<file path="src/rtl/bprr_pkg.sv">
// Shared types, constants and the frame byte table of the button press/release reporter.
package bprr_pkg;

  localparam int unsigned FrameLen   = 7;
  localparam int unsigned ByteIdxW   = 3;
  localparam int unsigned FifoDepthD = 2;

  localparam logic [15:0] HoldResetMs = 16'd1000;
  localparam logic [15:0] DeadResetMs = 16'd500;
  localparam logic [7:0]  AddrReset   = 8'h00;

  localparam logic [7:0] SyncByte0 = 8'h36;
  localparam logic [7:0] SyncByte1 = 8'h16;
  localparam logic [7:0] CmdByte   = 8'hA1;
  localparam logic [7:0] TailByte0 = 8'h28;
  localparam logic [7:0] TailByte1 = 8'h98;

  localparam logic [ByteIdxW-1:0] LastIdx = ByteIdxW'(FrameLen - 1);

  typedef enum logic [1:0] {
    REG_HOLD = 2'd0,
    REG_DEAD = 2'd1,
    REG_ADDR = 2'd2
  } reg_idx_e;

  typedef enum logic {
    OP_EDGE = 1'b0,
    OP_POLL = 1'b1
  } op_e;

  typedef enum logic {
    KEY_DOWN = 1'b0,
    KEY_UP   = 1'b1
  } key_e;

  typedef enum logic [2:0] {
    MODE_IDLE     = 3'd0,
    MODE_PUSHED   = 3'd1,
    MODE_HOLDING  = 3'd2,
    MODE_EARLY_UP = 3'd3,
    MODE_WAIT_UP  = 3'd4,
    MODE_RELEASED = 3'd5,
    MODE_DEAD     = 3'd6
  } mode_e;

  // Report request handed from the front part to the frame queue.
  typedef struct packed {
    logic push;
    key_e key;
  } frame_req_t;

  function automatic logic [7:0] frame_byte_at(input logic [ByteIdxW-1:0] idx,
                                               input logic [7:0] addr,
                                               input key_e key);
    logic [7:0] b;
    b = TailByte1;
    unique case (idx)
      3'd0:    b = SyncByte0;
      3'd1:    b = SyncByte1;
      3'd2:    b = addr;
      3'd3:    b = CmdByte;
      3'd4:    b = {7'd0, key};
      3'd5:    b = TailByte0;
      default: b = TailByte1;
    endcase
    return b;
  endfunction

endpackage

</file>
<file path="src/rtl/button_press_release_reporter.sv">
// Top level of the button press/release reporter: configuration registers and part wiring.
//
// Input side: an edge or poll word is written with push while full is low.
// An edge word carries the pin level (low is pressed); a poll word carries
// the current millisecond count. The front part updates the button mode in
// the cycle the word is taken, so words may arrive on back-to-back cycles.
// A poll that completes a press or a release queues one report.
// Output side: each report leaves as seven frame bytes through a queue-like
// port; a byte is shown while empty is low and taken with pop. The first
// byte of a report appears after the poll that caused it has been written
// into the report queue and then loaded into the back part.
// full rises when the report queue (FifoDepth entries) is filled, which
// happens when reports come faster than frames drain or when the receiver
// stalls; the front then waits, and while pop is low the back part holds
// the current byte steady.
// Configuration: index 0 hold interval, 1 dead time, 2 board address;
// other indexes are ignored. Writes are always taken (cfg_ready_o is high).
// Reset puts the button in idle with a zero timestamp, empties the queue and
// loads the default hold (1000 ms), dead time (500 ms) and address (0).
module button_press_release_reporter import bprr_pkg::*; #(
  parameter int unsigned FifoDepth = FifoDepthD
) (
  input  logic        clk_i,
  input  logic        rst_ni,
  input  logic        push,
  output logic        full,
  input  logic        operation_i,
  input  logic        pin_level_i,
  input  logic [31:0] now_ms_i,
  output logic        empty,
  input  logic        pop,
  output logic [7:0]  frame_byte_o,
  output logic        frame_last_o,
  input  logic        cfg_valid_i,
  output logic        cfg_ready_o,
  input  logic [1:0]  cfg_index_i,
  input  logic [15:0] cfg_data_i
);

  logic [15:0] hold_ms_q;
  logic [15:0] dead_ms_q;
  logic [7:0]  addr_q;
  logic        accept;
  frame_req_t  req;
  logic        q_pop;
  logic        q_empty;
  key_e        q_key;

  assign cfg_ready_o = 1'b1;
  assign accept      = push && !full;

  // Configuration registers; unknown indexes fall through untouched.
  always_ff @(posedge clk_i or negedge rst_ni) begin
    if (!rst_ni) begin
      hold_ms_q <= HoldResetMs;
      dead_ms_q <= DeadResetMs;
      addr_q    <= AddrReset;
    end else if (cfg_valid_i && cfg_ready_o) begin
      unique case (cfg_index_i)
        REG_HOLD: hold_ms_q <= cfg_data_i;
        REG_DEAD: dead_ms_q <= cfg_data_i;
        REG_ADDR: addr_q    <= cfg_data_i[7:0];
        default: ;
      endcase
    end
  end

  bprr_front u_front (
    .clk_i     (clk_i),
    .rst_ni    (rst_ni),
    .accept_i  (accept),
    .op_i      (op_e'(operation_i)),
    .level_i   (pin_level_i),
    .now_i     (now_ms_i),
    .hold_ms_i (hold_ms_q),
    .dead_ms_i (dead_ms_q),
    .req_o     (req)
  );

  bprr_fifo #(
    .Depth (FifoDepth)
  ) u_fifo (
    .clk_i   (clk_i),
    .rst_ni  (rst_ni),
    .req_i   (req),
    .pop_i   (q_pop),
    .full_o  (full),
    .empty_o (q_empty),
    .key_o   (q_key)
  );

  bprr_back u_back (
    .clk_i     (clk_i),
    .rst_ni    (rst_ni),
    .q_empty_i (q_empty),
    .q_key_i   (q_key),
    .q_pop_o   (q_pop),
    .addr_i    (addr_q),
    .pop_i     (pop),
    .empty_o   (empty),
    .byte_o    (frame_byte_o),
    .last_o    (frame_last_o)
  );

endmodule

</file>
<file path="src/rtl/bprr_front.sv">
// Front part: takes edge and poll words, runs the button mode machine, requests reports.
module bprr_front import bprr_pkg::*; (
  input  logic        clk_i,
  input  logic        rst_ni,
  input  logic        accept_i,
  input  op_e         op_i,
  input  logic        level_i,
  input  logic [31:0] now_i,
  input  logic [15:0] hold_ms_i,
  input  logic [15:0] dead_ms_i,
  output frame_req_t  req_o
);

  mode_e       mode_q, mode_d;
  logic [31:0] ts_q, ts_d;
  logic [31:0] elapsed;
  logic        hold_done;
  logic        dead_done;

  // Wrapping subtraction gives the elapsed time modulo 2^32.
  assign elapsed   = now_i - ts_q;
  assign hold_done = elapsed >= {16'd0, hold_ms_i};
  assign dead_done = elapsed >= {16'd0, dead_ms_i};

  always_ff @(posedge clk_i or negedge rst_ni) begin
    if (!rst_ni) begin
      mode_q <= MODE_IDLE;
      ts_q   <= '0;
    end else begin
      mode_q <= mode_d;
      ts_q   <= ts_d;
    end
  end

  always_comb begin
    mode_d   = mode_q;
    ts_d     = ts_q;
    req_o    = '{push: 1'b0, key: KEY_DOWN};
    if (accept_i) begin
      if (op_i == OP_EDGE) begin
        if (!level_i) begin
          unique case (mode_q)
            MODE_IDLE:     mode_d = MODE_PUSHED;
            MODE_EARLY_UP: mode_d = MODE_HOLDING;
            MODE_PUSHED, MODE_HOLDING, MODE_WAIT_UP, MODE_RELEASED, MODE_DEAD: ;
            default:       mode_d = MODE_PUSHED;
          endcase
        end else begin
          if (mode_q == MODE_WAIT_UP) begin
            mode_d = MODE_RELEASED;
          end else if (mode_q == MODE_HOLDING) begin
            mode_d = MODE_EARLY_UP;
          end
        end
      end else begin
        unique case (mode_q)
          MODE_PUSHED: begin
            ts_d   = now_i;
            mode_d = MODE_HOLDING;
            req_o  = '{push: 1'b1, key: KEY_DOWN};
          end
          MODE_HOLDING: begin
            if (hold_done) mode_d = MODE_WAIT_UP;
          end
          MODE_EARLY_UP: begin
            if (hold_done) mode_d = MODE_RELEASED;
          end
          MODE_RELEASED: begin
            ts_d   = now_i;
            mode_d = MODE_DEAD;
            req_o  = '{push: 1'b1, key: KEY_UP};
          end
          MODE_DEAD: begin
            if (dead_done) mode_d = MODE_IDLE;
          end
          MODE_IDLE, MODE_WAIT_UP: ;
          default: mode_d = MODE_IDLE;
        endcase
      end
    end
  end

endmodule

</file>
<file path="src/rtl/bprr_fifo.sv">
// Short queue of pending report keys between the front and back parts.
module bprr_fifo import bprr_pkg::*; #(
  parameter int unsigned Depth = FifoDepthD
) (
  input  logic       clk_i,
  input  logic       rst_ni,
  input  frame_req_t req_i,
  input  logic       pop_i,
  output logic       full_o,
  output logic       empty_o,
  output key_e       key_o
);

  localparam int unsigned PtrW = (Depth > 1) ? $clog2(Depth) : 1;
  localparam int unsigned CntW = $clog2(Depth + 1);
  localparam logic [PtrW-1:0] LastPtr = PtrW'(Depth - 1);

  key_e            mem_q [Depth];
  logic [PtrW-1:0] wr_ptr_q, wr_ptr_d;
  logic [PtrW-1:0] rd_ptr_q, rd_ptr_d;
  logic [CntW-1:0] cnt_q, cnt_d;
  logic            do_push;
  logic            do_pop;

  assign full_o  = cnt_q == CntW'(Depth);
  assign empty_o = cnt_q == '0;
  assign key_o   = mem_q[rd_ptr_q];
  assign do_push = req_i.push && !full_o;
  assign do_pop  = pop_i && !empty_o;

  always_comb begin
    wr_ptr_d = wr_ptr_q;
    rd_ptr_d = rd_ptr_q;
    cnt_d    = cnt_q;
    if (do_push) wr_ptr_d = (wr_ptr_q == LastPtr) ? '0 : wr_ptr_q + 1'b1;
    if (do_pop)  rd_ptr_d = (rd_ptr_q == LastPtr) ? '0 : rd_ptr_q + 1'b1;
    if (do_push && !do_pop) begin
      cnt_d = cnt_q + 1'b1;
    end else if (do_pop && !do_push) begin
      cnt_d = cnt_q - 1'b1;
    end
  end

  always_ff @(posedge clk_i or negedge rst_ni) begin
    if (!rst_ni) begin
      wr_ptr_q <= '0;
      rd_ptr_q <= '0;
      cnt_q    <= '0;
    end else begin
      wr_ptr_q <= wr_ptr_d;
      rd_ptr_q <= rd_ptr_d;
      cnt_q    <= cnt_d;
    end
  end

  always_ff @(posedge clk_i) begin
    if (do_push) mem_q[wr_ptr_q] <= req_i.key;
  end

endmodule

</file>
<file path="src/rtl/bprr_back.sv">
// Back part: serializes one queued report into seven frame bytes.
module bprr_back import bprr_pkg::*; (
  input  logic       clk_i,
  input  logic       rst_ni,
  input  logic       q_empty_i,
  input  key_e       q_key_i,
  output logic       q_pop_o,
  input  logic [7:0] addr_i,
  input  logic       pop_i,
  output logic       empty_o,
  output logic [7:0] byte_o,
  output logic       last_o
);

  logic                busy_q, busy_d;
  key_e                key_q, key_d;
  logic [ByteIdxW-1:0] idx_q, idx_d;
  logic                taken;
  logic                at_last;

  assign empty_o = !busy_q;
  assign at_last = idx_q == LastIdx;
  assign taken   = pop_i && busy_q;
  assign last_o  = at_last;
  assign byte_o  = frame_byte_at(idx_q, addr_i, key_q);
  // Load the next report when idle or as the final byte of a frame leaves.
  assign q_pop_o = !q_empty_i && (!busy_q || (taken && at_last));

  always_comb begin
    busy_d = busy_q;
    key_d  = key_q;
    idx_d  = idx_q;
    if (q_pop_o) begin
      busy_d = 1'b1;
      key_d  = q_key_i;
      idx_d  = '0;
    end else if (taken) begin
      if (at_last) begin
        busy_d = 1'b0;
      end else begin
        idx_d = idx_q + 1'b1;
      end
    end
  end

  always_ff @(posedge clk_i or negedge rst_ni) begin
    if (!rst_ni) begin
      busy_q <= 1'b0;
      idx_q  <= '0;
    end else begin
      busy_q <= busy_d;
      idx_q  <= idx_d;
    end
  end

  always_ff @(posedge clk_i) begin
    key_q <= key_d;
  end

endmodule

</file>
<file path="config.mk">
export PLATFORM = sky130hd
export DESIGN_NAME = button_press_release_reporter
export DESIGN_NICKNAME = d
export VERILOG_FILES = /design/src/rtl/bprr_pkg.sv /design/src/rtl/button_press_release_reporter.sv /design/src/rtl/bprr_front.sv /design/src/rtl/bprr_fifo.sv /design/src/rtl/bprr_back.sv
export SDC_FILE = /design/constraint.sdc
export NUM_CORES = 1
export LEC_CHECK = 0
export ABC_AREA = 1
export BUFFER_PORTS_ARGS = -buffer_cell sky130_fd_sc_hd__buf_2
export CORE_ASPECT_RATIO = 0.7
export CORE_MARGIN = 8
export CORE_UTILIZATION = 55
export DETAILED_ROUTE_END_ITERATION = 8
export PLACE_DENSITY = 0.78
export RECOVER_POWER = 50
export SKIP_CTS_REPAIR_TIMING = 1
export SYNTH_ARGS = -nofsm -noshare
export SYNTH_HDL_FRONTEND = slang
export SYNTH_HIERARCHICAL = 1
export SYNTH_SLANG_ARGS = --single-unit
</file>
<file path="constraint.sdc">
create_clock -name clk_i -period 2.9 [get_ports clk_i]
set_clock_uncertainty 0.2 [all_clocks]
set_input_delay 0.58 -clock clk_i [delete_from_list [all_inputs] [get_ports clk_i]]
set_output_delay 0.58 -clock clk_i [all_outputs]
set_load 0.1 [all_outputs]
</file>
### Word level (Yosys, flattened, before mapping)

Memories as Yosys holds them, arrays and structs flattened. A register that Yosys moved wholly into a read port is not among the register bits.
Index checks and enable logic that the tools add are counted.

| cells by class | value |
|---|---|
| add/subtract/negate cells | 6 |
| order comparisons | 2 |
| eq/ne operators | 22 |
| multiplexer cells | 25 |
| reductions and logical operators | 31 |

Operator list:

| kind | number |
|---|---|
| greater-or-equal comparator 32 x 16 -> 1 bit | 2 |
| one-hot mux 8 bit (6 select lines) | 1 |
| subtractor 32 bit | 1 |
| 2-to-1 mux 3 bit | 10 |
| == test 3 bit, second input constant | 6 |
| one-hot mux 3 bit (6 select lines) | 1 |
| == test 3 x 2 -> 1 bit, second input constant | 4 |
| AND reduction 2 bit | 5 |
| inequality test 3 x 2 -> 1 bit, second input constant | 3 |
| logical AND 1 bit | 8 |
| 2-to-1 mux 2 bit | 4 |
| 2-to-1 mux 1 bit | 7 |
| AND reduction 7 bit | 1 |
| == test 3 x 1 -> 1 bit, second input constant | 2 |
| zero test 3 bit | 2 |
| one-hot mux 3 bit (2 select lines) | 1 |
| nonzero test 2 bit | 3 |
| zero test 1 bit | 5 |
| OR reduction 5 bit | 1 |
| == test 2 bit, second input constant | 2 |
| zero test 2 bit | 2 |
| inequality test 2 bit, second input constant | 2 |
| inequality test 4 x 2 -> 1 bit, second input constant | 1 |
| one-hot mux 2 bit (2 select lines) | 1 |
| other kinds (9) | 11 |

| storage, ports and cells | value |
|---|---|
| bits in registers | 83 |
| memory bits (writable) | 2 |
| input port bits | 57 |
| output and inout port bits | 12 |
| word-level logic and storage cells | 97 |
| memories | 1 |

Memory list:

| name | depth | width | rd ports | clocked after Yosys merged registers in | write ports | line | text |
|---|---|---|---|---|---|---|---|
| u_fifo.mem_q | 2 | 1 | 1 | 1 | 1 | bprr_fifo.sv:18 | `key_e mem_q [Depth];` |

### Longest topological paths before layout

| depth | value |
|---|---|
| depth after elaboration | 9 |
| mapped depth | 27 |
| mapped depth without buffers | 27 |

### Modules after synthesis

Netlist, hierarchy kept.

By module, submodules not included:

| module | times used | cells an instance | area an instance (um^2) | sequential area each (um^2) |
|---|---|---|---|---|
| bprr_front | 1 | 857 | 4865.9 | 875.8 |
| button_press_release_reporter | 1 | 182 | 1700.4 | 1016.0 |
| bprr_back | 1 | 57 | 406.6 | 130.1 |
| bprr_fifo | 1 | 37 | 305.3 | 160.2 |

### Worst setup path before layout

Ideal clock, no wire load.

| path | value |
|---|---|
| path kind | input port to flip-flop |
| start | input now_ms_i[0] |
| end | register u_front.mode_q[0] |
| setup time | 0.117 ns |
| arrival time | 2.912 ns |
| data required time | 2.583 ns |
| slack | -0.329 ns |
| stages on the path | 20 |
| buffers on the path | 0 |
| cell sequence | inv_1 ha_1 fa_1 inv_1 nand2_1 nand3_1 nand2_1 nand2_1 xor2_1 ha_1 nand2_1 o211ai_1 a2111oi_0 nand2_1 nand2_1 nand3_1 nand2_1 nand2_2 nand3_1 nand2_1 |

| between the ends | value |
|---|---|
| word-level cells in the longest chain between the ends | 4 |
| elaborated cells on any way between the ends | 7 |
| those cells by class | add/sub (1); order compare (2); eq/ne (3); reduce/logical (1) |

RTL lines:

| what | line | text |
|---|---|---|
| start: declaration | button_press_release_reporter.sv:29 | `input logic [31:0] now_ms_i,` |
| subtractor 32 bit (*) | bprr_front.sv:21 | `assign elapsed = now_i - ts_q;` |
| greater-or-equal comparator 32 x 16 -> 1 bit, on equally long branches | bprr_front.sv:22, bprr_front.sv:23 |  |
| inequality test 3 x 2 -> 1 bit (no line) | - |  |
| AND reduction 7 bit (no line) (*) | - |  |
| end signal: assignment | bprr_front.sv:30 | `mode_q <= mode_d;` |
| end: declaration | bprr_front.sv:14 | `mode_e mode_q, mode_d;` |

Mark *: on every way between the ends. The rest lies on a longest branch, timed or not.
A chain may end at the register's enable or synchronous reset.

### Worst setup path after layout

| path | value |
|---|---|
| start | register u_front.ts_q[6] |
| end | register u_front.mode_q[2] |

| between the ends | value |
|---|---|
| word-level cells in the longest chain between the ends | 4 |
| elaborated cells on any way between the ends | 7 |
| those cells by class | add/sub (1); order compare (2); eq/ne (3); reduce/logical (1) |

RTL lines:

| what | line | text |
|---|---|---|
| start: declaration | bprr_front.sv:15 | `logic [31:0] ts_q, ts_d;` |
| start signal: assignment | bprr_front.sv:31 | `ts_q <= ts_d;` |
| subtractor 32 bit (*) | bprr_front.sv:21 |  |
| greater-or-equal comparator 32 x 16 -> 1 bit, on equally long branches | bprr_front.sv:22, bprr_front.sv:23 |  |
| inequality test 3 x 2 -> 1 bit (no line) | - |  |
| AND reduction 7 bit (no line) (*) | - |  |

Marks and branches as above.

==> metrics <==
Final Cycle Share=117%; Register Area=0.00218 mm²; Slew HR=-33.8%; Chip Width=153 µm; Sink Count=86; first-pass GRT wire length=34000 µm; Max Freq=295 MHz; Slowest-stage cell, CP=dfrtp_1; Die H=112 µm; RSZ-0062 raised after global routing=true; vias=7818; Final Max Tran Viols=36; DRT Pass-1 Iters=7; fin util=73.0%; failing checks=capacitance limit, slew limit, setup timing; CTS root buf=clkbuf_16; Iter 0 DRT Violations=959; WP buf/inv=4; layout cell share with drive strength beyond 1=27.6%; IO Count=69; GR Overflow Total=0; Mapped Cells=1133; Post-Syn Area=0.00728 mm²; Starting Density=55.8%; FF+latch count, synth=86; Worst setup SP type=flop; sequential-to-total area share from yosys stat=30.0%; DRT Wirelength=23400 µm; Critical Path Sink Type=flop; largest net degree at the start of global routing=60; status=complete, but fails checks; Mapped Nets=1260; critical-path cell list=inv_1, ha_4, nand2_1, nand2_1, inv_1, nand2_1, nand2_1, nand3b_1, xor2_1, buf_4, ha_4, inv_2, nor3_1, nand2_1, nand2_2, nand2_1, nand2_1, nand2_1, nand3_2, nand2_2, nand2_4, nand2_4, nand2_2, nand2_1; Leakage=5.38 nW; endpoints failing setup=3; CTS Buffer Depth=2; CP most frequent cell=nand2_1; asr flop ratio synth=96.5%; Worst EP required=2940 ps; Num CTS Buffers=9; Post-route DRC=0; most area-consuming cells after synthesis=dfrtp_1, nand2_1, ha_1; vias per cell=5.33; die area=0.0172 mm²; fin nets=1422; port bufs=67; core area=0.0131 mm²; Power Density=1300 mW/mm²; CP max stage delay=360 ps; synth warn=6; Yosys top cell area share=24.4%; CP max FO=4; antenna viol nets, final=0; row count=35; H-tree depth=3; EDFF count, synth=3; multi-input logic area=0.00479 mm²; Slew @ Worst Pin=2010 ps; Final WS setup=-494 ps; Syn Area/Cell=6.42 µm²; Synth cell types=40; GP Congestion=0.968; Worst Path Arrival=3440 ps; vias in the first global route=6903; Power Total=0.0124 W; worst-skew pair later-pin latency=360 ps; Reg clk slew, reported paths=70 ps; max cap viols=1; filler cell count=998; reg2reg setup slack=-490 ps; TritonCTS clock tree=built; type of the most critical hold path=in -> reg; Worst VDD drop=0.00107 V; initial antenna violation count=0; Min Clock Period, post-route=3390 ps; Area growth syn-to-layout=30.9%; ys flop type=dfrtp_1; Setup CP Type=reg -> reg; hpwl dp=16000 µm; wire length per cell=15.9 µm; Placement Setup Slack=-872 ps; area leader, netlist=dfrtp_1; final hold viol count=0; Top delay family on crit path=simple AND/OR/NAND/NOR gates; ANT cells=0; gr usage total=24.1%
==> logic make-up (layout without fill, tap and decap cells) <==
| family | Yosys count | count (layout) | synth area share [%] |
|---|---|---|---|
| buf+inv | 260 | 427 | 13.9 |
| other cells | 1 | 1 | 0.0515 |
| simple gates | 623 | 623 | 36.2 |
| flops | 86 | 86 | 30.0 |
| fa+ha+maj | 70 | 70 | 12.1 |
| compound gates | 76 | 76 | 5.66 |
| xor+xnor | 17 | 17 | 2.05 |
==> layout by cell type, fill, tap and decap left out, types with 3 or more instances in the layout <==
cell type	n
nand2_4	11
buf_4	100
nor3_2	6
dfstp_2	12
nor2_4	5
edfxtp_1	3
ha_1	45
xnor2_1	3
o21ai_0	41
nand3_4	3
buf_2	65
inv_1	205
inv_2	31
ha_4	23
nand2_2	40
clkbuf_16	9
a21oi_2	4
nand4_1	33
nand3_1	44
nand2_1	397
nand3_2	12
nor2_1	58
nor3_1	3
dfrtp_1	71
xor2_2	10
a21oi_1	21
nor2_2	5
nand3b_1	3
==> where the power goes <==
group / switching (W) / internal (W) / leakage [nW]
Sequential: 0.000235 / 0.00160 / 1.03
Combinational: 0.00557 / 0.00368 / 4.20
Clock: 0.000581 / 0.000690 / 0.153
==> through the flow <==
step	hold slack, ps	instance area [µm²]	setup TNS, ps	cells
finish	247	9530	-1480	1466
global route	250	9530	-1940	1466
CTS	-5.97	8870	-1970	1453
detailed placement	255	8550	-2590	1437
global placement	252	8550	-2370	1437
floorplan	84.4	7420	-762	1133
==> layer usage <==
layer / vias to the layer above / track usage [%] / wire length, µm
li1: 3781 / - / -
met1: 3567 / 37.0 / 10700
met2: 400 / 33.8 / 9980
met3: 70 / 4.68 / 2090
met4: 0 / 4.88 / 639
met5: - / 0 / 0
==> worst paths after layout <==
| check | from | end | depth (start not counted) |
|---|---|---|---|
| max in group asynchronous | rst_ni | u_front/ts_q[17] | 2 |
| min in group asynchronous | rst_ni | dead_ms_q[9] | 1 |
| hold reg to reg | dead_ms_q[8] | dead_ms_q[8] | 2 |
| hold / removal | now_ms_i[31] | u_front/ts_q[31] | 3 |
| setup / recovery | u_front/ts_q[6] | u_front/mode_q[2] | 24 |
| setup reg to reg | u_front/ts_q[6] | u_front/mode_q[2] | 24 |
==> cells in the mapped netlist (2+ instances only) <==
library cell,n
inv_2,10
clkinv_1,2
nand3_1,53
nor2_1,64
ha_1,69
o211ai_1,2
buf_4,3
clkbuf_1,7
a211oi_1,2
xnor2_1,4
nor3_2,2
dfrtp_1,71
nand2_2,13
nor2_2,4
nor3_1,7
nand2_1,433
inv_1,228
nand3b_1,3
dfstp_2,12
edfxtp_1,3
buf_2,8
xor2_1,13
nand2_4,2
a21oi_1,24
o21ai_0,41
buf_6,2
nand3_2,6
nand4_1,33
==> cell type report <==
cell class / instances / share of cell area (%)
clock inverter: 7 / 0.946
sequential: 86 / 22.9
multi-input combinational: 787 / 50.2
tap: 166 / 2.18
inverter: 240 / 9.61
clock buffer: 9 / 2.36
timing repair buffer: 171 / 11.7
==> registers in the layout, summed over array words and instances (netlist names) <==
signal           flops
u_front/mode_q       3
dead_ms_q           16
u_fifo/cnt_q         2
u_fifo/mem_q         2
hold_ms_q           16
u_fifo/wr_ptr_q      1
u_back/key_q         1
addr_q               8
u_back/busy_q        1
u_front/ts_q        32
u_fifo/rd_ptr_q      1
u_back/idx_q         3
==> tightest hold or removal path, delay by kind of cell <==
| family | cells | cell delay, ps |
|---|---|---|
| buffers and inverters | 1 | 100 |
| and+or+nand+nor | 2 | 90 |
Power figures use the tool's default switching activity.
